`config.mk`:
```
export PLATFORM = sky130hd
export DESIGN_NAME = txsn_row_ram
export DESIGN_NICKNAME = d
export VERILOG_FILES = /design/src/rtl/core/txsn_pkg.sv /design/src/rtl/core/txsn_row_ram.sv
export SDC_FILE = /design/constraint.sdc
export NUM_CORES = 2
export LEC_CHECK = 0
export BUFFER_PORTS_ARGS = -buffer_cell sky130_fd_sc_hd__buf_2
export CAP_MARGIN = 20
export CORE_ASPECT_RATIO = 0.8
export CORE_MARGIN = 3
export CORE_UTILIZATION = 25
export CTS_BUF_LIST = sky130_fd_sc_hd__clkbuf_8
export CTS_CLUSTER_DIAMETER = 100
export DETAILED_ROUTE_END_ITERATION = 10
export HOLD_SLACK_MARGIN = 0.02
export PLACE_DENSITY_LB_ADDON = 0.1
export SYNTH_ARGS = -nofsm -noshare
export SYNTH_HDL_FRONTEND = slang
export SYNTH_SLANG_ARGS = --single-unit
```
`constraint.sdc`:
```
create_clock -name clk -period 43.7 [get_ports clk]
set_clock_uncertainty 0.15 [all_clocks]
set_input_delay 0 -clock clk [delete_from_list [all_inputs] [get_ports clk]]
set_output_delay 0 -clock clk [all_outputs]
set_load 0.05 [all_outputs]
```
`src/rtl/core/txsn_pkg.sv`:
```
// Package for the transmit sequence number allocator.
// Holds field widths, operation and status codes, and the stage structs.
// No dependencies.
`default_nettype none

package txsn_pkg;

  localparam int SEQ_W             = 12;
  localparam int ADDR_W            = 48;
  localparam int TID_W             = 4;
  localparam int NUM_TIDS          = 16;
  localparam int OP_W              = 2;
  localparam int STATUS_W          = 2;
  localparam int MAX_RECEIVERS_DEF = 16;

  typedef enum logic [OP_W-1:0] {
    OP_ALLOC = 2'd0,
    OP_PEEK  = 2'd1,
    OP_QUERY = 2'd2,
    OP_SET   = 2'd3
  } op_t;

  typedef enum logic [STATUS_W-1:0] {
    ST_OK          = 2'd0,
    ST_TABLE_FULL  = 2'd1,
    ST_UNKNOWN_RX  = 2'd2
  } status_t;

  typedef logic [NUM_TIDS-1:0][SEQ_W-1:0] seq_row_t;

  typedef struct packed {
    logic hit;
    logic full;
  } cam_rsp_t;

  typedef struct packed {
    op_t              op;
    logic             shared;
    logic             hit;
    logic             new_entry;
    status_t          status;
    logic [TID_W-1:0] tid;
    logic [SEQ_W-1:0] new_seq;
  } stage_ctl_t;

  typedef struct packed {
    logic [SEQ_W-1:0] seq;
    status_t          status;
    logic             row_we;
    logic             shared_we;
    logic [SEQ_W-1:0] shared_nxt;
  } upd_t;

endpackage

`default_nettype wire

```
`src/rtl/core/txsn_row_ram.sv`:
```
// Counter memory: one row of sixteen TID counters per receiver entry,
// one write and one registered read port. Depends on txsn_pkg.
`default_nettype none

module txsn_row_ram #(
  parameter  int MAX_RECEIVERS = txsn_pkg::MAX_RECEIVERS_DEF,
  localparam int IDX_W         = (MAX_RECEIVERS > 1) ? $clog2(MAX_RECEIVERS) : 1
) (
  input  wire logic               clk,
  input  wire logic               rd_en,
  input  wire logic [IDX_W-1:0]   rd_idx,
  output      txsn_pkg::seq_row_t rd_row,
  input  wire logic               wr_en,
  input  wire logic [IDX_W-1:0]   wr_idx,
  input  wire txsn_pkg::seq_row_t wr_row
);
  import txsn_pkg::*;

  seq_row_t mem [MAX_RECEIVERS];
  seq_row_t rd_row_r;

  always_ff @(posedge clk) begin
    if (rd_en) begin
      rd_row_r <= mem[rd_idx];
    end
  end

  always_ff @(posedge clk) begin
    if (wr_en) begin
      mem[wr_idx] <= wr_row;
    end
  end

  assign rd_row = rd_row_r;

endmodule

`default_nettype wire

```
* Yosys cells after proc, flatten, opt, wreduce, memory -nomap -nowiden
Memory sizes are Yosys's and may differ from the RTL's. A register that Yosys moved wholly into a read port is not among the register bits.
Index checks and enable logic that the tools add are counted.
** Operators by class
- Multiplexer cells :: 2
** Operators by type and width (number)
- 1-bit two-way mux :: 2
** Storage, ports and cells
- Register bits :: 0
- Bits in writable memories :: 3072
- Logic and storage cells :: 3
- Memories :: 1
** Memory list
- mem :: depth 16, bits a word 192, read ports 1, clocked after Yosys merged registers in 1, write ports 1, line txsn_row_ram.sv:19 : seq_row_t mem [MAX_RECEIVERS];

* Longest topological paths before layout
- Depth in word-level cells :: 2
- Mapped depth :: 9
- Gate-level depth less buffers :: 4

* Worst setup path after synthesis
No wires, ideal clock.
- Path kind :: input-to-reg
- Start :: in wr_idx[2]
- End :: mem mem[0][0] in the netlist's numbering, enable pin
- Setup time :: 982 ps
- Data arrival time :: 13443 ps
- Slack :: 29125 ps
- Stages on the path :: 2
- Path buffers :: 0
- Cells stage by stage :: or3b_2 -> nor3_1
** RTL lines
- start, declared :: line txsn_row_ram.sv:14 : input wire logic [IDX_W-1:0] wr_idx,
- end, declared :: line txsn_row_ram.sv:19
No word-level cell before the write port.

* Worst setup path in the final report
- Start :: in wr_idx[2]
- End :: mem mem[1][143] in the netlist's numbering, enable pin
No word-level cell before the write port.

==> results by group <==
Synth
  • Syn_nets: 5227
  • Cell Area, Synth: about 120000 sq um
  • Number of synthesized register bits: 3264
  • Syn avg cell area: between 20 and 25 sq um
  • Prevailing post-synth register cell: edfxtp_1
  • Sequential area share after synthesis: approximately four fifths
  • Synth Instances: between 5000 and 6000
  • Post-synth EDFFs: roughly 3300
  • Post-synth ARST share: 0%
  • Ys Warns: 0
  • Synth unique cells: 24

Worst setup path
  • FF-to-FF End: rd_row[1]
  • Max stage delay on crit path: 1.07 ns
  • Reg2Reg Setup Slack: slightly above 40 ns
  • Crit path DAT: ~5.8 ns
  • Instance count on the critical path: 10
  • CP delay by family, top: buffers and inverters
  • Critical path destination: mem[1][143]
  • Crit path top cell by count: dlygate4sd3_1
  • Worst-path fanout max: between 50 and 60
  • CP Buf/Inv Count: 8
  • Startpoint class of the critical path: primary input
  • Worst Setup End Kind: flop
  • R2R depth: 6
  • Critical path's slowest cell: dlygate4sd3_1
  • Crit path required time: approximately 44 ns
  • CP startpoint: wr_idx[2]
  • Critical path type: in2reg
  • CP cell instances: dlygate4sd3_1 -> buf_2 -> dlygate4sd3_1 -> or3b_2 -> dlygate4sd3_1 -> nor2_4 -> dlygate4sd3_1 -> buf_4 -> buf_12 -> buf_4
  • RR Startpoint: mem[4][1]

Global routing
  • Initial antenna violation count: between 80 and 90
  • M3 GR Usage: slightly below 3%
  • First-pass GRT wire length: a little over 500000 microns
  • Largest net degree at the start of global routing: 99
  • Global route overflow: 0
  • Layer with the highest usage: met2
  • Vias in the first global route: around 64000
  • Met1 Use GR: 19.5%
  • Gr usage total: roughly 15%
  • GR Util met2: roughly a quarter

Timing
  • Final-report hold violation count: 0
  • Final setup TNS: 0 ns
  • Fin crit period: 5.13 ns
  • Slew Viols, Final: 0
  • RSZ-0062 raised after global routing: false
  • Fin crit share: a little under an eighth
  • Worst-Margin Slew: 1.12 ns
  • Setup Viol. Count Final: 0
  • FMAX: ~0.2 GHz
  • Hold_ws: between 0.2 and 0.25 ns
  • Slew HR: approximately a quarter

Floorplanning
  • Die width: around 800 microns
  • Die area: a little under 500000 sq um
  • Die H: between 600 and 700 microns
  • Io pins: between 300 and 400
  • Core region area: about 480000 sq um
  • Row cnt: between 200 and 250
  • Starting density of the core: 25.2%

Place
  • Area of placed instances: roughly 130000 sq um
  • Routability Congestion: about 0.68
  • # port buffers: 394
  • Post-DP HPWL: roughly 190000 microns

Clocking
  • Clk sinks: 3264
  • H-tree levels: 6
  • TritonCTS clock tree: built
  • CTS max path bufs: 4
  • CTS Buf Count: between 500 and 600
  • Hold-fix buffers, CTS: 418
  • Clock-pin slew on the worst setup and hold paths: about 0.06 ns
  • CTS root buffer: clkbuf_8
  • Post-CTS Resized: 0
  • Post-CTS setup buffer count: 0
  • Skew-Pair Late Insertion Delay: 1.19 ns

Final layout
  • Area grow syn2layout: 20.5%
  • Share of cells above drive strength 1: between 20% and 30%
  • Commonest non-fill, non-tap cell in the layout: edfxtp_1
  • Final instance area: 146000 sq um
  • Commonest non-fill, non-tap cells in the layout: 3264 x edfxtp_1, 717 x mux4_2, 584 x clkbuf_8
  • Nets@finish: between 6000 and 7000

Route
  • DR vias: between 50000 and 60000
  • DRC violations left: 0
  • Routed Antenna Nets: 0
  • Final wirelength: between 300000 and 400000 microns
  • WL/cell: roughly 29 microns
  • Vias per cell: between 4 and 5
  • DRT Pass-1 Iters: 5
  • 1st-iter DRT viols: 3837

Power
  • Pwr per Cell Area: roughly 45 nW/um^2
  • Combinational share of power: 6.3%
  • Sequential power share: a little over half
  • P_int: ~5 mW
  • Sw Share: between 20% and 30%
  • Leak: between 40 and 50 nW
  • Net Switching: roughly 1.6 mW
  • Clock share of power: between 30 and 40%
  • Max VDD drop: 24.4 uV

Run
  • Max cap viols: 0

Worst hold path
  • Hold Path Class: in2reg

Status
  • Outcome: complete, no violations
## state kept, by name (all words and copies together), names as in the netlist
name and flops:
rd_row 192, mem 3072
## cells by family after synthesis
logic type      Yosys count  synth area share (%)
flops                  3264                  81.2
mux                     838                  14.4
compound gates          442                  2.65
buf+inv                 268                  1.07
simple gates            212                 0.716
## synth_stat cells, drive strengths merged (2+ instances only)
cell type / n / area share [%]
a211oi: 27 / 0.17
a21oi: 35 / 0.15
a22oi: 329 / 2.0
and2: 2 / 0.010
buf: 160 / 0.73
clkbuf: 107 / 0.33
edfxtp: 3264 / 81
mux2i: 121 / 1.0
mux4: 717 / 13
nand2: 167 / 0.52
nand2b: 3 / 0.016
nand3: 2 / 0.0083
nand3b: 3 / 0.019
nor2: 17 / 0.053
nor2b: 13 / 0.067
nor3: 4 / 0.017
o211ai: 23 / 0.14
o22ai: 27 / 0.14
## worst reg2reg max path, cell delays in order, from the launching register on
cell and delay [ns]:
edfxtp_1 0.37, mux4_2 0.45, dlygate4sd3_1 0.56, a22oi_1 0.13
dlygate4sd3_1 0.57, nand2_1 0.05, dlygate4sd3_1 0.56
## worst min-delay path by stage
| stage | to | startpoint | slack (ns) | cells after the start |
|---|---|---|---|---|
| final | mem[14][117] | wr_idx[2] | 0.24 | 5 |
| after global routing | mem[5][128] | wr_row[128] | 0.18 | 3 |
| after CTS | mem[7][128] | wr_row[128] | 0.07 | 3 |
| after detailed placement | mem[9][121] | wr_row[121] | 0.24 | 1 |
| after global placement | mem[10][134] | wr_row[134] | 0.23 | 1 |
| after floorplan | mem[0][0] | wr_row[0] | -0.05 | 0 |
## power by group through the flow
stage | Clock (mW) | Combinational (mW) | Sequential [mW]
global route | 2.86 | 0.444 | 3.56
CTS | 2.71 | 0.427 | 3.56
floorplan | 0 | 0.167 | 3.67
finish | 2.59 | 0.410 | 3.55
global placement | 0 | 0.387 | 3.62
detailed placement | 0 | 0.389 | 3.62
## metrics by stage
stage,power (mW),utilization (%),setup WS (ns),std cells
6_report,6.55,30.4,38.57,13200
4_1_cts,6.70,30.3,38.57,13100
5_1_grt,6.86,30.3,38.44,13100
2_1_floorplan,3.84,-,29.12,5024
3_5_place_dp,4.01,27.3,38.95,11700
3_3_place_gp,4.01,27.3,38.95,11700
## final cells by class
| type | count | area [sq um] |
|---|---|---|
| clock buffers | 584 | 8040 |
| inverters | 1 | 5.00 |
| clock inverters | 435 | 2210 |
| diodes | 18 | 45.0 |
| fillers | 46700 | 334000 |
| flip-flops and latches | 3264 | 98000 |
| repair buffers | 953 | 7570 |
| well taps | 6412 | 8020 |
| multi-input cells | 1492 | 21600 |
## routing by layer
metal,vias to the layer above,share of wire [%]
li1,24300,-
met1,31900,43
met2,1391,50
met3,671,4.5
met4,40,2.4
met5,-,0.066
No activity file was read; power rests on OpenSTA's default activity.
