--- src/rtl/core/txsn_pkg.sv ---
// Package for the transmit sequence number allocator.
// Holds field widths, operation and status codes, and the stage structs.
// No dependencies.
`default_nettype none

package txsn_pkg;

  localparam int SEQ_W             = 12;
  localparam int ADDR_W            = 48;
  localparam int TID_W             = 4;
  localparam int NUM_TIDS          = 16;
  localparam int OP_W              = 2;
  localparam int STATUS_W          = 2;
  localparam int MAX_RECEIVERS_DEF = 16;

  typedef enum logic [OP_W-1:0] {
    OP_ALLOC = 2'd0,
    OP_PEEK  = 2'd1,
    OP_QUERY = 2'd2,
    OP_SET   = 2'd3
  } op_t;

  typedef enum logic [STATUS_W-1:0] {
    ST_OK          = 2'd0,
    ST_TABLE_FULL  = 2'd1,
    ST_UNKNOWN_RX  = 2'd2
  } status_t;

  typedef logic [NUM_TIDS-1:0][SEQ_W-1:0] seq_row_t;

  typedef struct packed {
    logic hit;
    logic full;
  } cam_rsp_t;

  typedef struct packed {
    op_t              op;
    logic             shared;
    logic             hit;
    logic             new_entry;
    status_t          status;
    logic [TID_W-1:0] tid;
    logic [SEQ_W-1:0] new_seq;
  } stage_ctl_t;

  typedef struct packed {
    logic [SEQ_W-1:0] seq;
    status_t          status;
    logic             row_we;
    logic             shared_we;
    logic [SEQ_W-1:0] shared_nxt;
  } upd_t;

endpackage

`default_nettype wire

--- src/rtl/core/txsn_cam.sv ---
// Receiver address table: valid bits and addresses, parallel match,
// lowest free entry search and entry allocation. Depends on txsn_pkg.
`default_nettype none

module txsn_cam #(
  parameter  int MAX_RECEIVERS = txsn_pkg::MAX_RECEIVERS_DEF,
  localparam int IDX_W         = (MAX_RECEIVERS > 1) ? $clog2(MAX_RECEIVERS) : 1
) (
  input  wire logic                        clk,
  input  wire logic                        rst_n,
  input  wire logic [txsn_pkg::ADDR_W-1:0] lookup_addr,
  input  wire logic                        alloc_en,
  output      txsn_pkg::cam_rsp_t          rsp,
  output      logic [IDX_W-1:0]            hit_idx,
  output      logic [IDX_W-1:0]            free_idx
);
  import txsn_pkg::*;

  logic [MAX_RECEIVERS-1:0] valid_r;
  logic [ADDR_W-1:0]        addr_r [MAX_RECEIVERS];
  logic [MAX_RECEIVERS-1:0] match;

  always_comb begin
    for (int e = 0; e < MAX_RECEIVERS; e++) begin
      match[e] = valid_r[e] && (addr_r[e] == lookup_addr);
    end
  end

  always_comb begin
    hit_idx = '0;
    for (int e = 0; e < MAX_RECEIVERS; e++) begin
      if (match[e]) begin
        hit_idx = hit_idx | IDX_W'(e);
      end
    end
  end

  always_comb begin
    free_idx = '0;
    for (int e = MAX_RECEIVERS - 1; e >= 0; e--) begin
      if (!valid_r[e]) begin
        free_idx = IDX_W'(e);
      end
    end
  end

  assign rsp.hit  = |match;
  assign rsp.full = &valid_r;

  always_ff @(posedge clk) begin
    if (!rst_n) begin
      valid_r <= '0;
    end else if (alloc_en) begin
      valid_r[free_idx] <= 1'b1;
    end
  end

  always_ff @(posedge clk) begin
    if (alloc_en) begin
      addr_r[free_idx] <= lookup_addr;
    end
  end

endmodule

`default_nettype wire

--- config.mk ---
export PLATFORM = sky130hd
export DESIGN_NAME = txsn_cam
export DESIGN_NICKNAME = d
export VERILOG_FILES = /design/src/rtl/core/txsn_pkg.sv /design/src/rtl/core/txsn_cam.sv
export SDC_FILE = /design/constraint.sdc
export NUM_CORES = 1
export LEC_CHECK = 0
export ABC_CLOCK_PERIOD_IN_PS = 9250
export BUFFER_PORTS_ARGS = -buffer_cell sky130_fd_sc_hd__buf_2
export CAP_MARGIN = 20
export CORE_UTILIZATION = 54
export CTS_CLUSTER_SIZE = 25
export DETAILED_ROUTE_END_ITERATION = 8
export HOLD_SLACK_MARGIN = 0.05
export PLACE_DENSITY = 0.7
export SLEW_MARGIN = 20
export SYNTH_ARGS = -nofsm -noshare
export SYNTH_HDL_FRONTEND = slang
export SYNTH_SLANG_ARGS = --single-unit
export TNS_END_PERCENT = 30
--- constraint.sdc ---
create_clock -name clk -period 9.25 [get_ports clk]
set_clock_uncertainty 0.2 [all_clocks]
set_input_delay 1.85 -clock clk [delete_from_list [all_inputs] [get_ports clk]]
set_output_delay 1.85 -clock clk [all_outputs]
set_load 0.05 [all_outputs]
---- Word-level counts from Yosys, hierarchy flattened ----
Memory sizes are Yosys's and may differ from the RTL's.
Cells that the tools add are included.
operators by class
  $lt $le $gt $ge ......................... 2
  equal/unequal tests ..................... 16
  multiplexer cells ....................... 35
  bitwise gates (word level) .............. 1
  reduce and logical (&&, ||, !) cells .... 19
operators with widths
  operator              number
  $eq A48 B48 Y1        16
  $mux W4               24
  $logic_and A1 B1 Y1   17
  $or A16 B16 Y16       1
  $reduce_and A16 Y1    1
  $reduce_or A16 Y1     1
  $mux W3               4
  $lt A4 B5 Y1 const B  1
  $demux W1 S4          1
  $ge A4 B1 Y1 const B  1
  $mux W1               4
  $mux W2               2
word-level totals
  register bits ........................... 16
  bits in writable memories ............... 768
  input port bits ......................... 51
  output and inout port bits .............. 10
  word-level logic and storage cells ...... 75
  memories ................................ 1
memory list
  name    depth  bits a word  read ports  clocked after memory_dff  write ports  line            RTL
  addr_r  16     48           16          0                         1            txsn_cam.sv:20  logic [ADDR_W-1:0] addr_r [MAX_RECEIVERS];

---- Longest topological paths before layout ----
  depth after elaboration ................. 21
  mapped depth ............................ 9

---- Worst setup path after synthesis ----
Ideal clock, no wire load.
  kind .................................... input port to flip-flop
  from .................................... in alloc_en
  to ...................................... mem addr_r[1][0], enable pin
  setup time .............................. 0.513 ns
  arrival ................................. 5.325 ns
  required time ........................... 8.537 ns
  path slack .............................. 3.213 ns
  stages .................................. 2
  cell sequence ........................... nand3_1 -> nor3_1
on the way
  longest elaborated chain between the ends .. 2
RTL lines
  element                        line            RTL
  start, declared                txsn_cam.sv:12  input wire logic alloc_en,
  $mux W1                        txsn_cam.sv:59  if (alloc_en) begin
  $mux W1 (not written as such)  txsn_cam.sv:60  addr_r[free_idx] <= lookup_addr;
  end, declared                  txsn_cam.sv:20
No other way between the ends.

---- Worst setup path after layout ----
  from .................................... in lookup_addr[4] (netlist bit)
  to ...................................... out hit_idx[3]
on the way
  longest elaborated chain between the ends .. 10
  elaborated cells between the ends (all ways) .. 24
RTL lines
  element               line            RTL
  start, declared       txsn_cam.sv:11  input wire logic [txsn_pkg::ADDR_W-1:0] lookup_addr,
  $eq A48 B48 Y1        txsn_cam.sv:25  match[e] = valid_r[e] && (addr_r[e] == lookup_addr);
  $logic_and A1 B1 Y1   txsn_cam.sv:25
  $mux W4 (7 in a row)  txsn_cam.sv:32  if (match[e]) begin
  $mux W4 (*)           txsn_cam.sv:32
  end, declared         txsn_cam.sv:14  output logic [IDX_W-1:0] hit_idx,
Mark *: on every way between the ends. The rest lies on a longest branch, timed or not.

==> run_results.csv <==
group,metric,value,unit
pwr,cellInternalPower,5.81,mW
pwr,switching_share,22.1,%
run_status,result_of_the_run,"finished clean",
worst_setup_path,path_class,"input port to output pin",
clock_network,cts_repair_resize_count,0,
synth,synth-adder-area-share,0,%
drt,drt-vias-per-instance,6.17,
worst_setup_path,worstPathArrival,5.33,ns
synth,postSynth.topFlopCell,"edfxtp_1",
sta,finalHoldViolCount,0,
clock_network,cts-hold-fix-buffers,0,
pwr,ir_worst_vdd,0.000161,V
pwr,seq_power_share,52.8,%
synth,synth.area.top_cells,"edfxtp_1 (70%), xnor2_1 (9.7%), xor2_1 (8.2%), nand4_1 (2.0%), nor4_1 (2.0%)",
worst_setup_path,required_time_worst_endpoint,7.20,ns
layout,syn2layout_area_growth,11.4,%
floorplanning,pin_count,61,
clock_network,cts_tree,"built",
synth,syn_avg_cell_area,15.9,sq um
sta,setup_repair_after_global_routing_missed_its_margin,"false",
sta,max_freq,135,MHz
worst_setup_path,worst-path-max-fanout,25,
sta,report.final.setup_viol,0,
worst_setup_path,critical_path.slowest_cell,"nor4_1",
placed_design,routabilityCongestion,0.927,
drt,remaining_drc_errors,0,
layout,post_route_utilization,61.1,%
synth,synthesis.instances,2086,
placed_design,place.detailed.instances,2913,
floorplanning,die_area,0.0624,sq mm
drt,wire_length_per_cell,30.5,microns
floorplanning,fp.dieW,250,microns
synth,synth-seq-cells,784,
clock_network,cts_sinks,784,
synth,yosysSeqAreaShare,70.6,%
sta,maxSlewHeadroom,20.5,%
clock_network,numCtsBuffers,79,
layout,final.fill_count,4498,
synth,synth_top_area_share,69.6,%
sta,fin_crit,7.38,ns
synth,post_synth_and_or_nand_nor_area_fraction,5.78,%
worst_setup_path,most_frequent_cell_on_the_critical_path,"buf_2",
pwr,static-leakage-power,11.9,nW
worst_setup_path,slowest_delay,0.73,ns
placed_design,place.detailed.hpwl,59.7,mm
pwr,switching_power,1.65,mW
pwr,power-per-cell-area,202,mW/mm^2
job,maxCapViolations,0,
drt,drt_iter0_markers,2537,
layout,design.final.nets,2263,
synth,synth-compound-area-share,2.90,%
grt,grt_overflow,0,
synth,post-synth-top-area-cell,"edfxtp_1",
synth,async_reset_ff_share,0,%
synth,yosysWarningCount,0,
grt,grt_first_pass_wirelength,133,mm
grt,maximum_number_of_pins_on_one_net_before_global_route_repair,50,
sta,period_share,79.8,%
synth,muxShareOfSynthArea,0,%
floorplanning,fp.coreArea,0.0605,sq mm
drt,drt_pre_antenna_iters,6,
floorplanning,initial_core_util,54.8,%
grt,antenna_found_initial,4,
synth,synthesis.nets,2137,
synth,synth_cell_type_count,56,
clock_network,master_cell_of_the_clock_root_buffer,"clkbuf_16",
grt,track_usage,30.5,%
sta,worst-slew-pin-transition,1.19,ns
clock_network,worst_skew_pair.late_latency,0.64,ns
grt,grt_pass1_vias,18100,
pwr,share_comb_of_total_power,6.2,%
clock_network,cts_max_path_buffers,3,
synth,combinational_family_with_the_most_area_after_synthesis,"XOR/XNOR gates",
sta,timing.setup.tns,0,ns
layout,drive_above_1_share,11.5,%
pwr,power_frac_clock,41.0,%
floorplanning,die_y,250,microns
placed_design,numPortBuffers,60,
clock_network,post_cts_buffers,0,
synth,syn-cell-area,0.0331,sq mm
clock_network,cts_htree_levels,3,
floorplanning,placement_rows,90,
min_path,worstHoldPathType,"flip-flop to flip-flop",
clock_network,cts.clk_slew.worst_paths,0.06,ns
drt,routed-via-count,18800,
sta,slew_violations,0,
worst_setup_path,worst_setup_path_end_kind,"output pin",
synth,yosys.area_share.xor_xnor,18.0,%
worst_setup_path,crit_path_start_kind,"input port",
drt,antenna_violating_nets_post_route,0,
drt,detail_route.wirelength,93.2,mm
layout,layoutNonFillerInstCount,3055,
synth,edff_count_synth,768,
worst_setup_path,worstPathCellList,"buf_2, buf_4, xnor2_1, nand4_1, nor4_1, nand3_1, a2111oi_0, nor3_1, nand2_1, buf_2",
## power by group through the flow
| stage | registers (mW) | logic [mW] | clock network (mW) |
|---|---|---|---|
| finish | 3.94 | 0.461 | 3.06 |
| global route | 3.94 | 0.482 | 3.21 |
| CTS | 3.94 | 0.459 | 3.09 |
| detailed placement | 4.01 | 0.456 | 0 |
| global placement | 4.01 | 0.449 | 0 |
| floorplan | 4.01 | 0.251 | 0 |
## cells in the mapped netlist, types with 16 or more instances
library cell / instances
xnor2_1: 368
inv_1: 67
nand4_1: 108
buf_6: 20
nor4_1: 104
nand3_1: 22
nor2_1: 27
xor2_1: 312
edfxtp_1: 768
buf_2: 49
buf_4: 25
nand2_1: 23
o22ai_1: 24
dfxtp_1: 16
## routing by layer
| metal | vias to the layer above | track usage (%) | wire length, microns |
|---|---|---|---|
| met5 | - | 0 | 0 |
| met4 | 0 | 10.7 | 3530 |
| met3 | 192 | 5.47 | 9090 |
| met2 | 1052 | 46.4 | 42100 |
| met1 | 9636 | 44.2 | 38400 |
| li1 | 7963 | - | - |
## flip-flops by register name (all words and copies together), names as in the netlist
signal   cells
addr_r     768
valid_r     16
## per-stage QoR
step | area (sq um) | total power, mW | setup slack (ns) | hold slack, ns
after global routing | 36900 | 7.63 | 1.87 | 0.366
final | 36900 | 7.46 | 1.87 | 0.337
after floorplan | 33100 | 4.26 | 3.21 | 0.278
after global placement | 34500 | 4.46 | 1.91 | 0.323
after CTS | 36900 | 7.49 | 1.93 | 0.338
after detailed placement | 34500 | 4.47 | 1.93 | 0.330
## layout by cell type (no fill, tap or decap), types with 12 or more instances in the layout
master and count:
nand2b_1 13, nand2_1 23, xnor2_1 368, clkbuf_1 23, clkbuf_16 82, nor2_4 15
nor2_1 15, nor4_1 103, dfxtp_1 16, nor3_1 12, clkinv_1 18, buf_2 60
o21a_1 13, nand3_1 22, inv_1 67, xor2_1 312, buf_4 81, nand4_1 108
o22ai_1 24, edfxtp_1 768
## cells by family after synthesis
logic type	after synthesis
xor+xnor	680
buf+inv	165
compound gates	128
flops	784
simple gates	329
## cell type report
type | instances | area (sq um) | area share (%)
multi-input combinational | 1137 | 8940 | 24.2
timing repair buffer | 143 | 948 | 2.57
antenna | 3 | 7.51 | 0.0203
clock buffer | 107 | 2170 | 5.86
inverter | 67 | 251 | 0.681
tap | 782 | 978 | 2.65
sequential | 784 | 23400 | 63.3
clock inverter | 32 | 256 | 0.694
## worst paths after layout
| path | start | to | slack, ns | cells after the start |
|---|---|---|---|---|
| worst max-delay path | lookup_addr[4] | hit_idx[3] | 1.87 | 10 |
| worst min-delay path | valid_r[9] | valid_r[9] | 0.34 | 2 |
| worst max register to register | valid_r[15] | addr_r[10][33] | 5.93 | 7 |
| worst min register to register | valid_r[9] | valid_r[9] | 0.34 | 2 |
## worst max-delay path: cells and delay by family
family                    cells  cell delay, ns
and+or+nand+nor               5            1.54
buffers and inverters         3            1.27
AOI/OAI and AO/OA             1            0.49
xor gates and xnor gates      1            0.14
Note: power is estimated with default switching activity, not from simulation.
