<file path="config.mk">
export PLATFORM = sky130hd
export DESIGN_NAME = txsn_seq_update
export DESIGN_NICKNAME = d
export VERILOG_FILES = /design/src/rtl/core/txsn_pkg.sv /design/src/rtl/core/txsn_seq_update.sv
export SDC_FILE = /design/constraint.sdc
export NUM_CORES = 1
export LEC_CHECK = 0
export ABC_AREA = 0
export BUFFER_PORTS_ARGS = -buffer_cell sky130_fd_sc_hd__buf_2
export CAP_MARGIN = 20
export CORE_AREA = 2 2 176 178
export DETAILED_ROUTE_END_ITERATION = 8
export DIE_AREA = 0 0 178 180
export PLACE_DENSITY = 0.58
export SLEW_MARGIN = 25
export SYNTH_ARGS = -nofsm -noshare
export SYNTH_HDL_FRONTEND = slang
export SYNTH_SLANG_ARGS = --single-unit
</file>
<file path="constraint.sdc">
create_clock -name vclk -period 4.2
set_input_delay 0.42 -clock vclk [all_inputs]
set_output_delay 0.42 -clock vclk [all_outputs]
set_load 0.01 [all_outputs]
</file>
<file path="src/rtl/core/txsn_pkg.sv">
// Package for the transmit sequence number allocator.
// Holds field widths, operation and status codes, and the stage structs.
// No dependencies.
`default_nettype none

package txsn_pkg;

  localparam int SEQ_W             = 12;
  localparam int ADDR_W            = 48;
  localparam int TID_W             = 4;
  localparam int NUM_TIDS          = 16;
  localparam int OP_W              = 2;
  localparam int STATUS_W          = 2;
  localparam int MAX_RECEIVERS_DEF = 16;

  typedef enum logic [OP_W-1:0] {
    OP_ALLOC = 2'd0,
    OP_PEEK  = 2'd1,
    OP_QUERY = 2'd2,
    OP_SET   = 2'd3
  } op_t;

  typedef enum logic [STATUS_W-1:0] {
    ST_OK          = 2'd0,
    ST_TABLE_FULL  = 2'd1,
    ST_UNKNOWN_RX  = 2'd2
  } status_t;

  typedef logic [NUM_TIDS-1:0][SEQ_W-1:0] seq_row_t;

  typedef struct packed {
    logic hit;
    logic full;
  } cam_rsp_t;

  typedef struct packed {
    op_t              op;
    logic             shared;
    logic             hit;
    logic             new_entry;
    status_t          status;
    logic [TID_W-1:0] tid;
    logic [SEQ_W-1:0] new_seq;
  } stage_ctl_t;

  typedef struct packed {
    logic [SEQ_W-1:0] seq;
    status_t          status;
    logic             row_we;
    logic             shared_we;
    logic [SEQ_W-1:0] shared_nxt;
  } upd_t;

endpackage

`default_nettype wire

</file>
<file path="src/rtl/core/txsn_seq_update.sv">
// Counter update: picks the shared or per-receiver counter, forms the
// returned value and the write-back row. Depends on txsn_pkg.
`default_nettype none

module txsn_seq_update (
  input  wire txsn_pkg::stage_ctl_t        ctl,
  input  wire txsn_pkg::seq_row_t          row,
  input  wire logic [txsn_pkg::SEQ_W-1:0]  shared_cnt,
  output      txsn_pkg::upd_t              upd,
  output      txsn_pkg::seq_row_t          wr_row
);
  import txsn_pkg::*;

  logic [SEQ_W-1:0] lane;

  assign lane = row[ctl.tid];

  always_comb begin
    upd            = '0;
    upd.status     = ctl.status;
    upd.shared_nxt = shared_cnt;
    wr_row         = row;
    if (ctl.status == ST_OK) begin
      if (ctl.shared) begin
        case (ctl.op)
          OP_ALLOC: begin
            upd.seq        = shared_cnt;
            upd.shared_we  = 1'b1;
            upd.shared_nxt = shared_cnt + SEQ_W'(1);
          end
          OP_PEEK: begin
            upd.seq = shared_cnt;
          end
          OP_SET: begin
            upd.shared_we  = 1'b1;
            upd.shared_nxt = ctl.new_seq;
          end
          default: begin
            upd.seq = '0;
          end
        endcase
      end else if (ctl.new_entry) begin
        wr_row          = '0;
        wr_row[ctl.tid] = SEQ_W'(1);
        upd.row_we      = 1'b1;
      end else if (ctl.hit) begin
        case (ctl.op)
          OP_ALLOC: begin
            upd.seq         = lane;
            wr_row[ctl.tid] = lane + SEQ_W'(1);
            upd.row_we      = 1'b1;
          end
          OP_SET: begin
            wr_row[ctl.tid] = ctl.new_seq;
            upd.row_we      = 1'b1;
          end
          default: begin
            upd.seq = lane;
          end
        endcase
      end
    end
  end

endmodule

`default_nettype wire

</file>
# Word level (Yosys, flattened, before mapping)
# Index checks and enable logic that the tools add are counted.
# totals
register_bits,0
inputBits,227
elab_cells,35
# classes
n_addsub,2
n_lt_le_gt_ge,2
eq_ne,2
muxes,24
reduce_logical,5
# op_table
op,n
2-to-1 mux 192 bit,4
bitwise mux 192 bit,2
case mux 192 bit (2 select lines),1
2-to-1 mux 12 bit,8
binary-select mux 12 bit (select 4 bit),1
demux 12 bit (select 4 bit),1
case mux 13 bit (2 select lines),1
adder 12 x 1 -> 12 bit (second input constant),2
2-to-1 mux 14 bit,1
2-to-1 mux 13 bit,1
less-than comparator 4 x 5 -> 1 bit (second input constant),1
>= comparator 4 x 1 -> 1 bit (second input constant),1
logical NOT 2 bit,2
2-to-1 mux 1 bit,4
OR reduction 2 bit,2
equality test 2 x 1 -> 1 bit (second input constant),1
equality test 2 bit (second input constant),1
logical AND 1 bit,1

# Logic depth before layout (Yosys ltp)
# Gate-level depths: netlist of run 1.
# logic_depth
depth_word,10
depth_mapped,15
ltp_nobuf,11

# Worst setup path before layout of run 1
# No wires, ideal clock.
# synth_path
path_kind,input-to-output
from,input port ctl[12] (netlist bit)
to,output port wr_row[106] (netlist bit)
t_arrival_ns,3.274
t_required_ns,3.780
slack_ns,0.506
path_stages,15
n_path_buf,4
cell_sequence,buf_4 > buf_6 > mux4_2 > a22oi_1 > and2_1 > inv_2 > clkbuf_1 > ha_1 > and2_4 > nand2_1 > o31a_1 > nor3_4 > nand2_4 > buf_6 > o221a_1
# synth_lines
element,line,source
start: declaration,txsn_seq_update.sv:6,"input wire txsn_pkg::stage_ctl_t ctl,"
end: declaration,txsn_seq_update.sv:10,output txsn_pkg::seq_row_t wr_row

==> metrics, run 1 <==
status finished, final reports clean; Worst Path Required 3.78 ns; CP max FO 23; Hold Crit Class in2out; Place WS 0.0813 ns; peak supply drop 0.0395 mV; routed vias/inst 6.23; synthesized area per cell 6.25 um2; Synth top area share 16.5%; compound-gate portion of the synthesized area 49.8%; nets 1,772; Synth Area in XOR/XNOR 1.24%; Core ar. 0.0302 mm2; slowest cell delay on critical path 0.52 ns; switching power 780 uW; WL/cell 28.9 um; first-pass GRT wire length 79,500 um; crit path from ctl[12]; hold depth 2; FFs & Latches 0; Final Cycle Share 97.3%; final core occ 33.2%; Final setup viols 0; GRT Overall Usage 33.2%; total of max-cap violations 0; worst path bufs/invs 4; vias in the first global route 11,604; leading post-synthesis cells by cell area mux4_2 (16%), a21oi_1 (15%), o21ai_0 (9.8%); Total Wirelength 56,000 um; cell count after synthesis 1,114; largest family of logic cells by synthesized area compound AO/OA/AOI/OAI gates; cell area after synthesis 0.00697 mm2; Synth area leader mux4_2; residual DRC count 0; GRT overflow 0; WP depth 12; most common cell in the netlist a21oi_1; register area 0 um2; Worst Setup Start Kind input port; Clock power frac 0%; Seq pwr share 0%; Die Ht 180 um; Die Area 0.0320 mm2; Post-CTS Hold Buffers 0; Die X 178 um; Synth Area in Simple Gates 21.7%; Logic pwr share 100.0%; slew margin rel. 38.1%; IO Pins 447; PwrDens 125 mW/mm2; Setup Total Neg Slack 0 ns; largest net degree at the start of global routing 65; worst slew pin tran 0.926 ns; WHS Endpoint upd[14]; Hold Path Origin ctl[16]; Tmin final 4.09 ns; mux share of post-synthesis cell area 17.1%; crit path capture type primary output; fin. max-slew vios 0; Starting Density 23.1%; TritonRoute pass-1 iters 6; Arrival @ worst endpoint 3.67 ns; Yosys warnings 0; slowest CP cell mux4_2; most common library cells after synthesis a21oi_1 (204), nand2_1 (166), o21ai_0 (137), nor2_1 (99), clkbuf_1 (92); routed vias 12,071; Filler Cells Inserted 3,452; final worst slack 0.114 ns; syn nets 1,346; crit path cell chain buf_4 -> buf_12 -> mux4_2 -> a22oi_1 -> nand2_1 -> nand2_1 -> nor4_2 -> nor3_4 -> buf_4 -> nor3_2 -> o221a_1 -> buf_2; Int Power 477 uW; LEAKAGE 0.00444 uW; initial antenna violation count 5; critical path type in2out; P&R area growth vs syn 43.8%; fraction of layout cells with a size suffix above 1 41.2%; PortBufs 447; Hold WS 1.10 ns; register area share after synthesis 0%; DRT iter0 DRCs 1,508; Antenna Nets Post-Route 0; row count 64; Hold Violations, Final 0; delay-heaviest family, CP buffers and inverters; Switching Fraction 62.0%; Max Clk Rate 245 MHz; clkbuf count 0; hpwl dp 44,500 um; Placer Congestion 0.988; synth unique cells 57; adder-cell share of the synthesized area 0.898%; RSZ-0062 raised after global routing false
[kinds of logic after synthesis]
kind of cell               Yosys count
AOI/OAI and AO/OA                  549
and+or+nand+nor                    345
buffers and inverters              151
muxes                               55
xor gates and xnor gates             9
adders and majority gates            5
[how the worst max path moves through the flow]
stage                        endpoint
after floorplan           wr_row[106]
after detailed placement   wr_row[22]
after global placement    wr_row[169]
after CTS                  wr_row[22]
after global routing       wr_row[22]
final                     wr_row[130]
[power groups by stage]
stage               combinational [uW]  clock [uW]  sequential [uW]
finish                            1260    0.000159                0
global route                      1330    0.000127                0
CTS                               1220           0                0
detailed placement                1220           0                0
global placement                  1220           0                0
floorplan                          635           0                0
[area by class of cell]
class	instances	area (um2)	area share, %
well taps	396	495	4.95
multi-input cells	963	6360	63.6
inverters	27	101	1.01
repair buffers	548	3040	30.4
diodes	5	12.5	0.125
[metal layers]
metal	vias up	global-route usage [%]	wire length, um
met3	173	6.18	5920
met1	5802	44.5	22600
li1	5125	-	-
met4	0	11.7	2280
met2	971	53.1	25100
met5	-	0	0
[stage by stage]
| stage | instance area, um2 | power [uW] | instances |
|---|---|---|---|
| detailed placement | 9970 | 1220 | 1933 |
| global route | 10000 | 1330 | 1938 |
| CTS | 9970 | 1220 | 1933 |
| floorplan | 6970 | 635 | 1114 |
| finish | 10000 | 1260 | 1939 |
| global placement | 9960 | 1220 | 1933 |
[placed cells by master (no fill, tap or decap), types with 6 or more instances in the layout]
cell	n
o22ai_1	14
a21oi_1	204
o21ai_1	17
nor2_1	98
a22o_1	28
buf_4	98
o21ai_0	137
nor3_1	21
nand2_1	165
inv_1	25
o221a_2	7
buf_2	446
o31ai_1	15
nor2b_1	7
mux4_2	51
o32ai_1	19
o221ai_1	7
nor3_2	8
o221a_1	25
xor2_1	6
nand3_1	18
o211ai_1	16
a32o_1	26
a22oi_1	20
[timing repair]
action	4_1_cts	5_1_grt
hold endpoints to repair	0	0
setup endpoints to repair	0	28
gates resized for setup	0	2
setup buffers	0	1
No activity file was read; power rests on OpenSTA's default activity.
==> inputs of run 2 (changes only) <==
Settings changed: CELL_PAD_IN_SITES_DETAIL_PLACEMENT set to 0, CELL_PAD_IN_SITES_GLOBAL_PLACEMENT set to 1, CORE_AREA 2 2 176 178 to 2 2 173 175, DIE_AREA 0 0 178 180 to 0 0 175 177, PLACE_DENSITY 0.58 to 0.81.
==> run 2 against run 1 <==
Die area shrank 3.3%. Power shrank 0.24%. Critical path depth shrank 2. Via count shrank 0.51%. Count of clock-buffer cells in the layout is the same. Setup slack gained 0.043 ns. Global-route usage shrank 0.34 points. Non-clock buffer count shrank 7. Flip-flop and latch count is the same. First-iteration DRC count grew 8.5%. Critical endpoint is now wr_row[178].
==> metrics, run 2 (same netlist as run 1, synthesis figures left out) <==
status finished, final reports clean; Total Wirelength 54,200 um (-3.2%); M3 GR Usage 7.13% (+0.95 points); Tmin final 4.04 ns (-0.0434 ns); row count 63 (-1.6%); initial antenna violation count 3 (-2); Core ar. 0.0292 mm2 (-3.1%); TritonRoute pass-1 iters 7 (+1); RSZ-0062 raised after global routing false; register area 0 um2 (unchanged); Hold Violations, Final 0 (unchanged); slowest CP cell mux4_2; Int Power 479 uW (+0.42%); PortBufs 447 (unchanged); crit path capture type primary output; Layout Cells excl Fill 1,922 (-0.88%); largest net degree at the start of global routing 84 (+29%); routed vias 12,009 (-0.51%); final worst slack 0.157 ns (+0.0434 ns); IO Pins 447 (unchanged); crit path cell chain buf_2 -> buf_4 -> mux4_2 -> mux4_2 -> nor4_2 -> nor3_4 -> buf_4 -> nor3_1 -> o221a_1 -> buf_2; CP max FO 29 (+26%); Max Clk Rate 247 MHz (+1.1%); Clock power frac 0% (unchanged); delay-heaviest family, CP buffers and inverters; Die Ht 177 um (-1.7%); PwrDens 126 mW/mm2 (+0.38%); vias in the first global route 11,315 (-2.5%); clkbuf count 0 (unchanged); Arrival @ worst endpoint 3.62 ns (-0.05 ns); Post-Place Cells 1,920 (-0.67%); Starting Density 23.8% (+0.75 points); peak supply drop 0.0608 mV (+54%); first-pass GRT wire length 75,900 um (-4.5%); worst path bufs/invs 4 (unchanged); commonest non-fill, non-tap cell in the layout buf_2; met1 Use GR 43.9% (-0.59 points); P&R area growth vs syn 42.9%; critical path type in2out; GRT overflow 0 (unchanged); hpwl dp 42,800 um (-3.7%); Worst Setup Start Kind input port; most frequent cells in the layout buf_2 (446), a21oi_1 (204), nand2_1 (165); WP depth 10 (-2); LEAKAGE 0.00441 uW (-0.79%); GRT Overall Usage 32.9% (-0.34 points); total of max-cap violations 0 (unchanged); met2 Use GR 51.6% (-1.5 points); FFs & Latches 0 (unchanged); Logic pwr share 100.0% (about the same); slowest cell delay on critical path 0.59 ns (+0.07 ns); Seq pwr share 0% (unchanged); DRT iter0 DRCs 1,636 (+8.5%); routed vias/inst 6.25 (+0.37%); WL/cell 28.2 um (-2.3%); Antenna Nets Post-Route 0 (unchanged); fraction of layout cells with a size suffix above 1 40.8% (-0.33 points); Final Cycle Share 96.3% (-1.0 points); Placer Congestion 1.01 (+2.7%); slew margin rel. 32.2% (-5.9 points); Final setup viols 0 (unchanged); Setup Total Neg Slack 0 ns (unchanged); Worst Path Required 3.78 ns (about the same); fin. max-slew vios 0 (unchanged); Switching Fraction 61.8% (-0.25 points); Hold Crit Class in2out; nets 1,765 (-0.40%); worst slew pin tran 1.01 ns (+0.0875 ns); Critical Path End wr_row[178]; residual DRC count 0 (unchanged); crit path from ctl[13]; Die X 175 um (-1.7%); Place WS 0.0970 ns (+0.0157 ns); Most Crowded Layer GR met2; Die Area 0.0310 mm2 (-3.3%); Post-CTS Hold Buffers 0 (unchanged); switching power 775 uW (-0.64%); Hold WS 1.10 ns (-0.00162 ns)
run 2: cell types whose count changed in the layout (fill, tap and decap cells not counted), sizes merged:
cell	previous run	this run
diode	5	1
buf	548	541
run 2: what timing repair did:
item / CTS / global route
resized for setup: 0 / 1
buffers inserted: 0 / 1
setup endpoints to repair: 0 / 21
run 2: per-layer routing:
layer / up-vias / wire length [um]
met4: 4 / 2610
met3: 170 / 6180
met1: 5700 / 21600
met5: - / 23
met2: 1025 / 23800
li1: 5110 / -
run 2: per-stage QoR:
| step | area [um2] | util, % | power, uW |
|---|---|---|---|
| 3_5_place_dp | 9930 | 33.9 | 1210 |
| 5_1_grt | 9950 | 34.0 | 1320 |
| 2_1_floorplan | 6970 | - | 635 |
| 6_report | 9950 | 34.0 | 1250 |
| 4_1_cts | 9930 | 33.9 | 1220 |
| 3_3_place_gp | 9920 | 33.9 | 1210 |
run 2: area by class of cell:
| class | count | area (um2) |
|---|---|---|
| Antenna cell | 1 | 2.50 |
| Multi-Input combinational cell | 963 | 6350 |
| Tap cell | 390 | 488 |
| Fill cell | 3255 | 19300 |
| Timing Repair Buffer | 541 | 3010 |
| Inverter | 27 | 101 |
run 2: worst min path at each step:
stage | from | endpoint | cells past startpoint | slack (ns)
final | ctl[16] | upd[14] | 2 | 1.10
after global routing | ctl[16] | upd[14] | 2 | 1.12
after CTS | ctl[16] | upd[14] | 2 | 1.11
after detailed placement | ctl[16] | upd[14] | 2 | 1.11
after global placement | ctl[16] | upd[14] | 2 | 1.10
after floorplan | ctl[16] | upd[14] | 1 | 0.93
run 2: power groups by stage:
stage / sequential (uW) / combinational, uW / clock, uW
after global placement: 0 / 1210 / 0
after detailed placement: 0 / 1210 / 0
after floorplan: 0 / 635 / 0
after global routing: 0 / 1320 / 0.0000318
after CTS: 0 / 1220 / 0
final: 0 / 1250 / 0.0000319
